**config.mk**
```make
export PLATFORM = sky130hd
export DESIGN_NAME = tar_archive_stream_parser
export DESIGN_NICKNAME = d
export VERILOG_FILES = /design/src/rtl/tasp_pkg.sv /design/src/rtl/tar_archive_stream_parser.sv /design/src/rtl/tasp_front.sv /design/src/rtl/tasp_queue.sv /design/src/rtl/tasp_back.sv
export SDC_FILE = /design/constraint.sdc
export NUM_CORES = 1
export LEC_CHECK = 0
export BUFFER_PORTS_ARGS = -buffer_cell sky130_fd_sc_hd__buf_2
export CAP_MARGIN = 10
export CORE_ASPECT_RATIO = 0.8
export CORE_MARGIN = 2
export CORE_UTILIZATION = 30
export DETAILED_ROUTE_END_ITERATION = 8
export GPL_ROUTABILITY_DRIVEN = 0
export PLACE_DENSITY = 0.57
export RECOVER_POWER = 50
export SLEW_MARGIN = 25
export SYNTH_ARGS = -nofsm -noshare
export SYNTH_HDL_FRONTEND = slang
export SYNTH_HIERARCHICAL = 1
export SYNTH_SLANG_ARGS = --single-unit
```
**constraint.sdc**
```tcl
create_clock -name clk -period 8.12 [get_ports clk]
set_input_delay 1.218 -clock clk [delete_from_list [all_inputs] [get_ports clk]]
set_output_delay 1.218 -clock clk [all_outputs]
set_load 0.005 [all_outputs]
```
**src/rtl/tasp_pkg.sv**
```systemverilog
package tasp_pkg;

  localparam int unsigned QDEPTH = 4;
  localparam int unsigned QADDR_W = $clog2(QDEPTH);
  localparam int unsigned QCNT_W = $clog2(QDEPTH + 1);

  localparam logic [2:0] KIND_NAME   = 3'd0;
  localparam logic [2:0] KIND_PREFIX = 3'd1;
  localparam logic [2:0] KIND_ENTRY  = 3'd2;
  localparam logic [2:0] KIND_DATA   = 3'd3;
  localparam logic [2:0] KIND_END    = 3'd4;

  localparam logic [1:0] TYPE_DIR   = 2'd0;
  localparam logic [1:0] TYPE_REG   = 2'd1;
  localparam logic [1:0] TYPE_OTHER = 2'd2;

  localparam logic [1:0] SIZE_OCTAL   = 2'd0;
  localparam logic [1:0] SIZE_STOPPED = 2'd1;
  localparam logic [1:0] SIZE_B256    = 2'd2;

  localparam logic [8:0] OFF_NAME_END   = 9'd100;
  localparam logic [8:0] OFF_SIZE       = 9'd124;
  localparam logic [8:0] OFF_SIZE_END   = 9'd136;
  localparam logic [8:0] OFF_TYPE       = 9'd156;
  localparam logic [8:0] OFF_PREFIX     = 9'd345;
  localparam logic [8:0] OFF_PREFIX_END = 9'd500;
  localparam logic [8:0] OFF_LAST       = 9'd511;

  localparam logic [7:0] CHAR_ZERO  = 8'h30;
  localparam logic [7:0] CHAR_SEVEN = 8'h37;
  localparam logic [7:0] CHAR_DIR   = 8'h35;

  typedef struct packed {
    logic [2:0]  kind;
    logic [7:0]  char_value;
    logic [1:0]  entry_type;
    logic [63:0] entry_size;
    logic        last_data;
    logic        truncated;
  } result_t;

  // one decoded byte: an optional main result, then an optional archive end
  typedef struct packed {
    logic    has_main;
    result_t main;
    logic    has_end;
    logic    end_trunc;
  } entry_t;

  function automatic result_t end_result(input logic trunc);
    result_t r;
    r = '0;
    r.kind = KIND_END;
    r.truncated = trunc;
    return r;
  endfunction

endpackage

```
**src/rtl/tar_archive_stream_parser.sv**
```systemverilog
// Channel   Request            Payload
// input     push / full        archive_byte, end_of_input
// result    pop / empty        kind, char_value, entry_type, entry_size, last_data, truncated
//
// One byte is taken per cycle unless full; header decode and content counting are combinational.
// Each byte's results pass through a slot of a four-deep queue, then the output register;
// results leave at one per cycle while pop is high.
// full rises only when the queue holds four undrained groups, i.e. when pop is held low.
// rst is synchronous and clears parser state, queue count and pointers, and output valid flag.
module tar_archive_stream_parser (
  input  logic        clk,
  input  logic        rst,
  input  logic        push,
  output logic        full,
  input  logic [7:0]  archive_byte,
  input  logic        end_of_input,
  output logic        empty,
  input  logic        pop,
  output logic [2:0]  kind,
  output logic [7:0]  char_value,
  output logic [1:0]  entry_type,
  output logic [63:0] entry_size,
  output logic        last_data,
  output logic        truncated
);
  import tasp_pkg::*;

  logic    q_full;
  logic    q_push;
  entry_t  q_wdata;
  logic    q_pop;
  entry_t  q_rdata;
  logic    q_valid;
  result_t result;

  tasp_front u_front (
    .clk          (clk),
    .rst          (rst),
    .push         (push),
    .archive_byte (archive_byte),
    .end_of_input (end_of_input),
    .q_full       (q_full),
    .q_push       (q_push),
    .q_data       (q_wdata)
  );

  tasp_queue u_queue (
    .clk   (clk),
    .rst   (rst),
    .push  (q_push),
    .wdata (q_wdata),
    .full  (q_full),
    .pop   (q_pop),
    .rdata (q_rdata),
    .valid (q_valid)
  );

  tasp_back u_back (
    .clk     (clk),
    .rst     (rst),
    .q_valid (q_valid),
    .q_data  (q_rdata),
    .q_pop   (q_pop),
    .pop     (pop),
    .empty   (empty),
    .result  (result)
  );

  assign full = q_full;
  assign kind = result.kind;
  assign char_value = result.char_value;
  assign entry_type = result.entry_type;
  assign entry_size = result.entry_size;
  assign last_data = result.last_data;
  assign truncated = result.truncated;

endmodule

```
**src/rtl/tasp_front.sv**
```systemverilog
module tasp_front (
  input  logic            clk,
  input  logic            rst,
  input  logic            push,
  input  logic [7:0]      archive_byte,
  input  logic            end_of_input,
  input  logic            q_full,
  output logic            q_push,
  output tasp_pkg::entry_t q_data
);
  import tasp_pkg::*;

  typedef enum logic [2:0] {
    PH_HEADER  = 3'b001,
    PH_CONTENT = 3'b010,
    PH_DONE    = 3'b100
  } phase_t;

  phase_t      phase, phase_next;
  logic [8:0]  record_offset, record_offset_next;
  logic [63:0] data_left, data_left_next;
  logic [63:0] size_accum, size_accum_next;
  logic [1:0]  size_mode, size_mode_next;
  logic        name_open, name_open_next;
  logic        prefix_open, prefix_open_next;
  logic [1:0]  current_type, current_type_next;
  logic        fire;
  entry_t      ent;

  assign fire = push & ~q_full;

  always_comb begin
    phase_next = phase;
    record_offset_next = record_offset;
    data_left_next = data_left;
    size_accum_next = size_accum;
    size_mode_next = size_mode;
    name_open_next = name_open;
    prefix_open_next = prefix_open;
    current_type_next = current_type;
    ent = '0;
    if (fire) begin
      case (phase)
        PH_HEADER: begin
          if (record_offset == 9'd0) begin
            name_open_next = 1'b1;
            prefix_open_next = 1'b1;
            size_accum_next = '0;
            size_mode_next = SIZE_OCTAL;
          end
          if (record_offset == 9'd0 && archive_byte == 8'd0) begin
            phase_next = PH_DONE;
            ent.has_main = 1'b1;
            ent.main = end_result(1'b0);
          end else begin
            record_offset_next = record_offset + 9'd1;
            if (record_offset < OFF_NAME_END) begin
              if (archive_byte == 8'd0) begin
                name_open_next = 1'b0;
              end else if (name_open_next) begin
                ent.has_main = 1'b1;
                ent.main.kind = KIND_NAME;
                ent.main.char_value = archive_byte;
              end
            end else if (record_offset >= OFF_PREFIX && record_offset < OFF_PREFIX_END) begin
              if (archive_byte == 8'd0) begin
                prefix_open_next = 1'b0;
              end else if (prefix_open_next) begin
                ent.has_main = 1'b1;
                ent.main.kind = KIND_PREFIX;
                ent.main.char_value = archive_byte;
              end
            end else if (record_offset >= OFF_SIZE && record_offset < OFF_SIZE_END) begin
              if (record_offset == OFF_SIZE && archive_byte[7]) begin
                size_mode_next = SIZE_B256;
                size_accum_next = {57'd0, archive_byte[6:0]};
              end else if (size_mode_next == SIZE_B256) begin
                size_accum_next = {size_accum_next[55:0], archive_byte};
              end else if (size_mode_next == SIZE_OCTAL) begin
                if (archive_byte >= CHAR_ZERO && archive_byte <= CHAR_SEVEN) begin
                  size_accum_next = {size_accum_next[60:0], archive_byte[2:0]};
                end else begin
                  size_mode_next = SIZE_STOPPED;
                end
              end
            end else if (record_offset == OFF_TYPE) begin
              if (archive_byte == CHAR_DIR) begin
                current_type_next = TYPE_DIR;
              end else if (archive_byte == CHAR_ZERO || archive_byte == 8'd0) begin
                current_type_next = TYPE_REG;
              end else begin
                current_type_next = TYPE_OTHER;
              end
            end else if (record_offset == OFF_LAST) begin
              ent.has_main = 1'b1;
              ent.main.kind = KIND_ENTRY;
              ent.main.entry_type = current_type;
              ent.main.entry_size = size_accum;
              data_left_next = size_accum;
              if (size_accum != 64'd0) begin
                phase_next = PH_CONTENT;
              end
            end
          end
        end
        PH_CONTENT: begin
          if (data_left != 64'd0) begin
            data_left_next = data_left - 64'd1;
            if (current_type == TYPE_REG) begin
              ent.has_main = 1'b1;
              ent.main.kind = KIND_DATA;
              ent.main.char_value = archive_byte;
              ent.main.last_data = (data_left == 64'd1);
            end
          end
          record_offset_next = record_offset + 9'd1;
          if (record_offset_next == 9'd0 && data_left_next == 64'd0) begin
            phase_next = PH_HEADER;
          end
        end
        default: begin
        end
      endcase
      if (end_of_input && phase_next != PH_DONE) begin
        ent.has_end = 1'b1;
        ent.end_trunc = ~(phase_next == PH_HEADER && record_offset_next == 9'd0);
        phase_next = PH_DONE;
      end
    end
  end

  assign q_push = ent.has_main | ent.has_end;
  assign q_data = ent;

  always_ff @(posedge clk) begin
    if (rst) begin
      phase <= PH_HEADER;
      record_offset <= '0;
      data_left <= '0;
      size_accum <= '0;
      size_mode <= SIZE_OCTAL;
      name_open <= 1'b1;
      prefix_open <= 1'b1;
      current_type <= TYPE_DIR;
    end else begin
      phase <= phase_next;
      record_offset <= record_offset_next;
      data_left <= data_left_next;
      size_accum <= size_accum_next;
      size_mode <= size_mode_next;
      name_open <= name_open_next;
      prefix_open <= prefix_open_next;
      current_type <= current_type_next;
    end
  end

endmodule

```
**src/rtl/tasp_queue.sv**
```systemverilog
module tasp_queue (
  input  logic             clk,
  input  logic             rst,
  input  logic             push,
  input  tasp_pkg::entry_t wdata,
  output logic             full,
  input  logic             pop,
  output tasp_pkg::entry_t rdata,
  output logic             valid
);
  import tasp_pkg::*;

  entry_t              slots [QDEPTH];
  logic [QADDR_W-1:0]  wr_ptr;
  logic [QADDR_W-1:0]  rd_ptr;
  logic [QCNT_W-1:0]   count;
  logic                do_push;
  logic                do_pop;

  assign full = (count == QCNT_W'(QDEPTH));
  assign valid = (count != '0);
  assign rdata = slots[rd_ptr];
  assign do_push = push & ~full;
  assign do_pop = pop & valid;

  always_ff @(posedge clk) begin
    if (do_push) begin
      slots[wr_ptr] <= wdata;
    end
  end

  always_ff @(posedge clk) begin
    if (rst) begin
      wr_ptr <= '0;
      rd_ptr <= '0;
      count <= '0;
    end else begin
      if (do_push) begin
        wr_ptr <= wr_ptr + QADDR_W'(1);
      end
      if (do_pop) begin
        rd_ptr <= rd_ptr + QADDR_W'(1);
      end
      if (do_push && !do_pop) begin
        count <= count + QCNT_W'(1);
      end else if (do_pop && !do_push) begin
        count <= count - QCNT_W'(1);
      end
    end
  end

endmodule

```
**src/rtl/tasp_back.sv**
```systemverilog
module tasp_back (
  input  logic              clk,
  input  logic              rst,
  input  logic              q_valid,
  input  tasp_pkg::entry_t  q_data,
  output logic              q_pop,
  input  logic              pop,
  output logic              empty,
  output tasp_pkg::result_t result
);
  import tasp_pkg::*;

  logic    out_valid;
  result_t out_reg;
  logic    pend_end;
  logic    pend_trunc;
  logic    can_load;

  assign can_load = ~out_valid | pop;
  assign q_pop = can_load & ~pend_end & q_valid;
  assign empty = ~out_valid;
  assign result = out_reg;

  always_ff @(posedge clk) begin
    if (rst) begin
      out_valid <= 1'b0;
      pend_end <= 1'b0;
      pend_trunc <= 1'b0;
    end else if (can_load) begin
      if (pend_end) begin
        out_valid <= 1'b1;
        out_reg <= end_result(pend_trunc);
        pend_end <= 1'b0;
      end else if (q_valid) begin
        out_valid <= 1'b1;
        if (q_data.has_main) begin
          out_reg <= q_data.main;
          pend_end <= q_data.has_end;
          pend_trunc <= q_data.end_trunc;
        end else begin
          out_reg <= end_result(q_data.end_trunc);
        end
      end else begin
        out_valid <= 1'b0;
      end
    end
  end

endmodule

```
Yosys cells after proc, flatten, opt, wreduce, memory -nomap -nowiden:

Memories as Yosys holds them, arrays and structs flattened. A register that Yosys moved wholly into a read port is not among the register bits.
Index checks and enable logic that the tools add are counted.

* $add $sub $neg: 6
* order comparisons: 7
* equal/unequal tests: 19
* multiplexer cells: 98
* bitwise operators: 16
* reduce and logical (&&, ||, !) cells: 30

Operators with widths (count)
* 64-bit 2-to-1 mux: 18
* 66-bit 2-to-1 mux: 6
* 79-bit 2-to-1 mux: 2
* 64-bit one-hot mux with 2 select lines: 1
* 64-bit nonzero test: 2
* 12-bit 2-to-1 mux: 7
* 82-bit 2-to-1 mux: 1
* 78-bit 2-to-1 mux: 1
* 64-bit by 1-bit == test with 1-bit output, second input constant: 1
* 64-bit logical NOT: 1
* 64-bit by 1-bit subtractor with 64-bit output, second input constant: 1
* 3-bit 2-to-1 mux: 12
* 2-bit 2-to-1 mux: 16
* 9-bit logical NOT: 3
* 1-bit 2-to-1 mux: 24
* 12-bit one-hot mux with 2 select lines: 1
* 9-bit 2-to-1 mux: 2
* 9-bit one-hot mux with 2 select lines: 1
* 8-bit by 6-bit == test with 1-bit output, second input constant: 2
* 4-bit 2-to-1 mux: 4
* 1-bit logical AND: 10
* 2-bit inequality test, second input constant: 5
* 9-bit by 1-bit adder with 9-bit output, second input constant: 1
* 9-bit by 7-bit == test with 1-bit output, second input constant: 1
* other kinds (35): 53

* flip-flop bits (word level): 235
* memory bits (writable): 328
* bits of input ports: 13
* output and inout bits: 81
* word-level logic and storage cells: 197
* memories: 1

Memory list
* u_queue.slots: depth 4, width 82, read ports 1, clocked after memory_dff 1, write ports 1, line tasp_queue.sv:13 `entry_t slots [QDEPTH];`

Depth between registers and ports, before layout:

Gate-level depths: netlist of run 1.

* word-level depth: 21
* depth in mapped cells: 20
* depth with buffers taken out: 19

Hierarchy:

Netlist of run 1, hierarchy kept.

Modules (own cells, without submodules)
* tasp_queue: times used 1, cells each 476, area an instance 12379.4 um^2, sequential area each 10029.6 um^2
* tasp_front: times used 1, cells each 1542, area an instance 11011.8 um^2, sequential area each 2922.8 um^2
* tasp_back: times used 1, cells each 188, area an instance 3094.2 um^2, sequential area each 2432.3 um^2

Worst setup path after synthesis of run 1:

No wires, ideal clock.

* path kind: input port to flip-flop
* start point: input rst
* end point: register u_back.out_reg, in the netlist u_back/result[0], enable pin
* library setup time: 614 ps
* arrival time: 6707 ps
* required time: 7506 ps
* slack: 799 ps
* stages: 1
* path buffers: 0
* cell sequence: nor3_1

* longest elaborated chain between the ends: 2

Ends and longest elaborated chain
* start, declared: line tar_archive_stream_parser.sv:12 `input logic rst,`
* 1-bit inverter (no line)
* 3-bit AND reduction (no line)
* end signal, assigned: line tasp_back.sv:32 `out_reg <= end_result(pend_trunc);`
* end signal, assigned: line tasp_back.sv:37 `out_reg <= q_data.main;`
* end signal, assigned: line tasp_back.sv:41 `out_reg <= end_result(q_data.end_trunc);`
* end, declared: line tasp_back.sv:14 `result_t out_reg;`

No other way between the ends.
A chain may end at the register's enable or synchronous reset.

Worst setup path after layout of run 1:

* start point: input rst
* end point: register u_front.data_left[1]

RTL lines
* end signal, assigned: line tasp_front.sv:148 `data_left <= data_left_next;`
* end, declared: line tasp_front.sv:21 `logic [63:0] data_left, data_left_next;`

No word-level cell between the ends.

==> metrics.txt, run 1 <==
outcome complete, but fails checks; violated checks max-capacitance violations, max-slew violations; clock transition at the registers of the reported paths 0.06 ns; H-tree levels 2; most frequent cells in the layout edfxtp_1 (407), nor2_1 (196), nand2_1 (185), dfxtp_1 (157), o21ai_0 (113); design area 30000 um^2; min cycle time layout 6.37 ns; Final setup viols 0; pins over their slew limit 353; worst setup margin 1.75 ns; grt total ovfl 0; worst setup path category in2reg; Max-slew headroom -153%; Starting Density between 30% and 40%; Clock Path Buffers 3; die footprint just over 90000 um^2; FP Rows between 90 and 100; die height between 200 and 300 um; total CTS buffers just under 60; non-filler cells, final 3463; Num Clock Sinks 565; Setup crit end kind flop; Cell Area, Synth between 20000 and 30000 um^2; synthesized net count 2232; synthesis-stage register bit count 565; Synth cell types 93; final hold violations 0; Avg Vias per Cell between 5 and 6; hold depth 2; CTS root buf clkbuf_16; first-pass GRT wire length approximately 110 mm; nets 2250; input/output buffers 93; router iterations before antenna repair 5; Leakage Power between 0.009 and 0.01 uW; Async S/R FF share, synth 0%; Hold EP u_front/name_open$_SDFFE_PP1P_; fraction of layout cells with a size suffix above 1 14.1%; fin crit share approximately four fifths; Worst Reg-to-Reg Cells 10; min-delay src u_front/name_open$_SDFFE_PP1P_; net switching power figure 2110 uW; Max rail drop VDD between 150 and 200 uV; post-CTS setup buffers 0; Area after DPL 27900 um^2; Flop pwr share 45.7%; Top Ports 94; Arr. time, crit path 6.80 ns; routed via count 18.5k; CTS tree done; Post-synth top flop edfxtp_1; dpl ws around 2.8 ns; Syn Area/Cell 12.0 um^2; Seq/Total Area, Yosys 58.1%; Combinational Power Share 17.6%; Worst-Skew Late Latency 0.63 ns; n_diodes 0; reg-to-reg endpoint u_front/data_left[61]$_SDFFE_PP0P_; core area 87500 um^2; vias in the first global route between 15k and 20k; Syn. warnings 6; Post-DP HPWL 46.3 mm; largest net degree at the start of global routing slightly above 80; worst slew pin tran 3.79 ns; FF-to-FF Start u_front/record_offset[2]$_SDFFE_PP0P_; Hold Buf Count CTS 0; Fmax 157 MHz; Critical Path Fanout Max 72; Area Overhead vs Synth 13.1%; initial DRC count 1952; Gate Count Post-Synth 2206; Hold Path Class reg2reg; clock network power share 36.7%; RSZ-0062 raised after global routing no; R2R Setup Slk 1.86 ns; fillcell total 8561; skew final 0.0240 ns; Max Cap Violations 6; routed wire length between 70 and 80 mm; Post-route DRC 0; initial antenna violation count 1; CP Launch Type input pin; Internal just over 6000 uW; die width 336 um; post-route ant nets 0; pwr dens roughly 270 nW/um^2; Total GRT Usage 15.6%; drt wl/cell 20.8 um; required time of the worst setup path 8.55 ns; Resized Gates After CTS 0; hold slack ~0.48 ns; number of synthesized flops with an enable pin 407; Post-Place Cells around 3.4k; most common cell after layout, fill and taps aside edfxtp_1; switch share 25.9%; setup TNS 0 ns
-- final cells by class --
class | count | area, um^2 | area share, %
tap | 1188 | 1490 | 4.96
multi-input combinational | 1442 | 10200 | 33.9
clock buffer | 80 | 1660 | 5.53
timing repair buffer | 122 | 607 | 2.03
clock inverter | 32 | 523 | 1.75
sequential | 565 | 15400 | 51.4
inverter | 34 | 128 | 0.426
-- stage by stage --
| step | utilization [%] | power, uW |
|---|---|---|
| 6_report | 34.2 | 8160 |
| 5_1_grt | 34.2 | 8550 |
| 4_1_cts | 34.4 | 8300 |
| 3_5_place_dp | 31.9 | 5280 |
| 3_3_place_gp | 31.9 | 5260 |
| 2_1_floorplan | - | 4860 |
-- synthesized netlist by cell type (all sizes together) (3+ instances only) --
master | count | area [um^2]
a221oi | 8 | 70.1
o41ai | 4 | 35.0
or2 | 6 | 37.5
a41oi | 3 | 26.3
a21oi | 88 | 440
clkbuf | 111 | 425
and3 | 76 | 477
o211ai | 11 | 108
a2111oi | 7 | 92.6
inv | 34 | 128
a22oi | 77 | 578
a31oi | 12 | 75.1
nand3 | 35 | 185
buf | 54 | 437
nor3 | 67 | 378
xnor2 | 10 | 87.6
a211oi | 19 | 148
or3 | 14 | 92.6
o31ai | 19 | 143
nor2 | 200 | 761
dfxtp | 158 | 3160
o22ai | 6 | 37.5
nand2 | 186 | 706
mux4 | 82 | 1850
nand4 | 27 | 205
o21ai | 143 | 719
a21o | 5 | 37.5
mux2i | 62 | 621
and2 | 85 | 532
edfxtp | 407 | 12200
nand2b | 14 | 87.6
a31o | 4 | 35.0
o211a | 3 | 30.0
o2111ai | 4 | 35.0
or4 | 8 | 63.8
ha | 12 | 150
nor4 | 60 | 494
nand4b | 7 | 82.6
and4 | 3 | 26.3
a32oi | 3 | 26.3
nor2b | 8 | 52.6
a2bb2oi | 4 | 35.0
xor2 | 30 | 263
nor3b | 6 | 60.1
-- flip-flops by register name, indices dropped and copies added, names as in the netlist, 2 cells and up, named ones only --
| register | cells |
|---|---|
| u_queue/count | 3 |
| u_front/record_offset | 9 |
| u_back/result | 79 |
| u_front/current_type | 2 |
| u_queue/rd_ptr | 2 |
| u_queue/wr_ptr | 2 |
| u_front/data_left | 64 |
| u_front/size_mode | 2 |
| u_front/size_accum | 64 |
| u_queue/slots | 328 |
| u_front/phase | 3 |
-- worst max path at each step --
stage / from / cells after the start / to / slack, ns
global placement: archive_byte[7] / 11 / u_queue/slots[2][35]$_DFFE_PP_ / 2.88
detailed placement: archive_byte[7] / 11 / u_queue/slots[1][32]$_DFFE_PP_ / 2.81
floorplan: rst / 1 / u_back/result[0]$_DFFE_PP_ / 0.80
CTS: u_front/data_left[0]$_SDFFE_PP0P_ / 15 / u_queue/slots[1][67]$_DFFE_PP_ / 2.82
finish: rst / 4 / u_front/data_left[1]$_SDFFE_PP0P_ / 1.75
global route: rst / 4 / u_front/data_left[44]$_SDFFE_PP0P_ / 1.34
-- routing by layer --
metal	GRT usage, %	vias to the layer above	share of wire, %
met5	0	-	0
met4	5.39	0	3.5
met3	2.39	113	6.9
met2	23.3	691	45
met1	22.7	9309	45
li1	-	8413	-
-- cells by family after synthesis --
kind of cell / Yosys count / synth area share (%)
compound gates: 436 / 10.6
flops: 565 / 58.1
simple gates: 807 / 16.2
xor+xnor: 40 / 1.32
buf+inv: 199 / 3.74
other cells: 1 / 0.0142
mux: 145 / 9.37
fa+ha+maj: 13 / 0.642
-- critical path: stages --
cell and delay, ns:
clkbuf_1 1.26, clkbuf_1 2.73, clkbuf_2 1.31, a221oi_1 0.13
-- power groups by stage --
stage | Clock (uW) | Combinational [uW] | Sequential (uW)
floorplan | 0 | 1100 | 3760
global placement | 0 | 1480 | 3780
detailed placement | 0 | 1490 | 3790
CTS | 3070 | 1500 | 3730
global route | 3190 | 1590 | 3770
finish | 2990 | 1430 | 3730
Power figures use the tool's default switching activity.
==> run 2, diff against run 1 <==
- ABC_AREA: default -> 1
- PLACE_DENSITY: 0.57 -> 0.58
- clock period: 8.12 -> 5.5 ns (I/O delays scaled with it)
==> run 2 against run 1 <==
The run still ends with max-capacitance violations, max-slew violations left. Critical path type is now reg2reg. Cell count increased by 31%. Via count up 24%. Register-to-register slack got worse by 1.4 ns. Highest routed layer is now met5. Clock power up 46%. First-iteration DRC count increased by 48%. Routed wire length rose by 17%. Sequential power grew 50%. Largest cell class unchanged. Synthesized cell count is 47% higher. Non-clock buffer count grew 18. Critical endpoint is now u_queue/slots[1][61]$_DFFE_PP_. Die area up 4.8%.
==> metrics.txt, run 2 <==
input/output buffers 93 (unchanged); die height 276 um (+2.4%); Top Ports 94 (unchanged); Post-DP HPWL 55.7 mm (+20%); Total GRT Usage 17.2% (+1.7 points); Max rail drop VDD 250 uV (+56%); routed via count 23.0k (+24%); setup TNS 0 ns (unchanged); Final setup viols 0 (unchanged); post-CTS setup buffers 0 (unchanged); Max-slew headroom -36.8% (+120 points); Max stage delay on crit path 0.75 ns (-1.98 ns); Async S/R FF share, synth 0% (unchanged); Hold Buf Count CTS 0 (unchanged); hold depth 2 (unchanged); routed wire length 84.0 mm (+17%); Max Cap Violations 7 (+1); Post-route DRC 0 (unchanged); Avg Vias per Cell 5.09 (-4.8%); most common cell after layout, fill and taps aside nor2_1; CTS tree done; Starting Density 30.4% (+0.11 points); post-route ant nets 0 (unchanged); required time of the worst setup path 5.81 ns (-2.74 ns); design area 31300 um^2 (+4.6%); Area Overhead vs Synth 12.8%; core area 91400 um^2 (+4.5%); clock transition at the registers of the reported paths 0.05 ns (about the same); Clock Path Buffers 3 (unchanged); RSZ-0062 raised after global routing no; die width 344 um (+2.4%); Resized Gates After CTS 0 (unchanged); most used cell, CP nand2_1; initial DRC count 2880 (+48%); first-pass GRT wire length 128 mm (+15%); Synth area leaders edfxtp_1 (44%), dfxtp_1 (11%), nor2_1 (7.5%), nand2_1 (7.4%), o21ai_0 (5.4%); skew final 0.0242 ns (+0.000241 ns); largest net degree at the start of global routing 105 (+27%); Worst Reg-to-Reg Cells 23 (+13); pwr dens 455 nW/um^2 (+67%); Area after DPL 29400 um^2 (+5.4%); Pwr Total 14300 uW (+75%); most frequent cells in the layout nor2_1 (552), nand2_1 (550), edfxtp_1 (407), o21ai_0 (377), inv_1 (325); hold slack 0.460 ns (-0.0200 ns); nets 3289 (+46%); outcome complete, but fails checks; synthesis-stage register bit count 565 (unchanged); non-filler cells, final 4521 (+31%); largest area contributor in the netlist edfxtp_1; number of synthesized flops with an enable pin 407 (unchanged); Syn. warnings 6 (unchanged); Worst-Skew Late Latency 0.62 ns (about the same); top-area cell type share of the netlist area 44.0% (-2.1 points); CTS root buf clkbuf_16; critical path, cell by cell inv_1 -> ha_1 -> nand2_1 -> nor2_8 -> nand2_4 -> nor2_8 -> nand2_2 -> buf_4 -> o21ai_1 -> nand2_1 -> nand3b_1 -> nor2_1 -> nand2_1 -> nor2_1 -> nand3_1 -> nand2_1 -> nand2_1 -> nand2_1 -> nand2_1 -> nand2_1 -> nand2_1 -> nor2_4 -> buf_4; worst slew pin tran 2.05 ns (-1.74 ns); total CTS buffers 66 (+12%); router iterations before antenna repair 6 (+1); synth cell count leaders nor2_1 (557), nand2_1 (549), edfxtp_1 (407); final hold violations 0 (unchanged); Gate Count Post-Synth 3239 (+47%); drt wl/cell 18.6 um (-11%); pins over their slew limit 380 (+7.6%); grt total ovfl 0 (unchanged); Setup crit end kind flop; die footprint 95000 um^2 (+4.8%); worst setup path category reg2reg; Fmax 200 MHz; Leakage Power 0.0121 uW (+28%); Biggest register u_queue/slots; violated checks max-capacitance violations, max-slew violations; Seq/Total Area, Yosys 55.4% (-2.7 points); synthesized net count 3265 (+46%); initial antenna violation count 5 (+4); Critical Path Fanout Max 19 (-74%); fraction of layout cells with a size suffix above 1 7.19% (-6.9 points); Num Clock Sinks 565 (unchanged); Post-synth top flop edfxtp_1; Synth cell types 48 (-48%); Arr. time, crit path 5.30 ns (-1.50 ns); Critical-path top delay cell nor2_4; CP Launch Type flop; fin crit share approximately nine tenths; Cell Area, Synth 27800 um^2 (+4.9%); H-tree levels 3 (+1); Post-Place Cells 4407 (+32%); min cycle time layout 4.99 ns; vias in the first global route 20.9k (+17%); max reg flops 328 (unchanged); FP Rows 99 (+2.1%); Hold Path Class reg2reg; Syn Area/Cell 8.57 um^2 (-29%); count leader, synth nor2_1
[run 2: cell types whose count changed after synthesis, moves of 62 or more]
| cell | before | now |
|---|---|---|
| nand2_1 | 185 | 549 |
| mux2i_1 | 62 | 0 |
| and2_1 | 85 | 7 |
| mux4_2 | 81 | 0 |
| inv_1 | 34 | 320 |
| o22ai_1 | 6 | 131 |
| nor2_1 | 198 | 557 |
| o21ai_0 | 114 | 302 |
| a21oi_1 | 88 | 182 |
| and3_1 | 75 | 0 |
| a22oi_1 | 77 | 11 |
[run 2: cell families (layout without fill, tap and decap cells)]
group	count (synthesis)	in the layout	synth area share, %
AOI/OAI and AO/OA	781	781	15.7
xor gates and xnor gates	21	21	0.662
adders and majority gates	13	13	0.613
buffers and inverters	517	586	7.83
DFF	565	565	55.4
other	1	2	0.0135
and+or+nand+nor	1341	1341	19.8
[run 2: per-layer routing]
layer / global-route usage (%) / vias to the layer above / share of wire [%]
met3: 4.73 / 138 / 9.9
li1: - / 11000 / -
met5: 0 / - / 0.025
met1: 26.4 / 10800 / 47
met4: 4.52 / 4 / 2.2
met2: 23.5 / 996 / 41
[run 2: where the power goes]
group	internal, uW	total (uW)	switching [uW]
logic	1190	4270	3080
registers	5400	5600	207
clock network	2570	4380	1810
[run 2: critical path: cells and delay by family, from the launching register on]
kind / cells / cell delay (ns)
buffers and inverters: 3 / 0.69
AO/OA/AOI/OAI: 1 / 0.12
adder cells (fa/ha/maj): 1 / 0.24
AND/OR/NAND/NOR: 18 / 3.26
flip-flops: 1 / 0.34
[run 2: final cells by class]
type / instances / area (um^2)
timing repair buffer: 140 / 825
multi-input combinational: 2157 / 10200
fill: 9388 / 60100
clock inverter: 36 / 383
inverter: 333 / 1250
antenna: 1 / 2.50
sequential: 565 / 15400
clock buffer: 77 / 1750
tap: 1212 / 1520
[run 2: path summary, 6_finish.rpt]
check                                                    startpoint                             endpoint  slack (ns)
worst max-delay path              u_front/data_left[0]$_SDFFE_PP0P_       u_queue/slots[1][61]$_DFFE_PP_        0.51
worst min-delay path            u_front/size_accum[38]$_SDFFE_PP0P_  u_front/size_accum[38]$_SDFFE_PP0P_        0.46
worst max register to register    u_front/data_left[0]$_SDFFE_PP0P_       u_queue/slots[1][61]$_DFFE_PP_        0.51
worst min register to register  u_front/size_accum[38]$_SDFFE_PP0P_  u_front/size_accum[38]$_SDFFE_PP0P_        0.46
[run 2: stage by stage]
step | util [%] | worst slack (ns)
2_1_floorplan | - | -1.02
3_3_place_gp | 32.2 | 0.805
3_5_place_dp | 32.2 | 0.709
4_1_cts | 34.5 | 0.688
5_1_grt | 34.3 | 0.174
6_report | 34.3 | 0.509
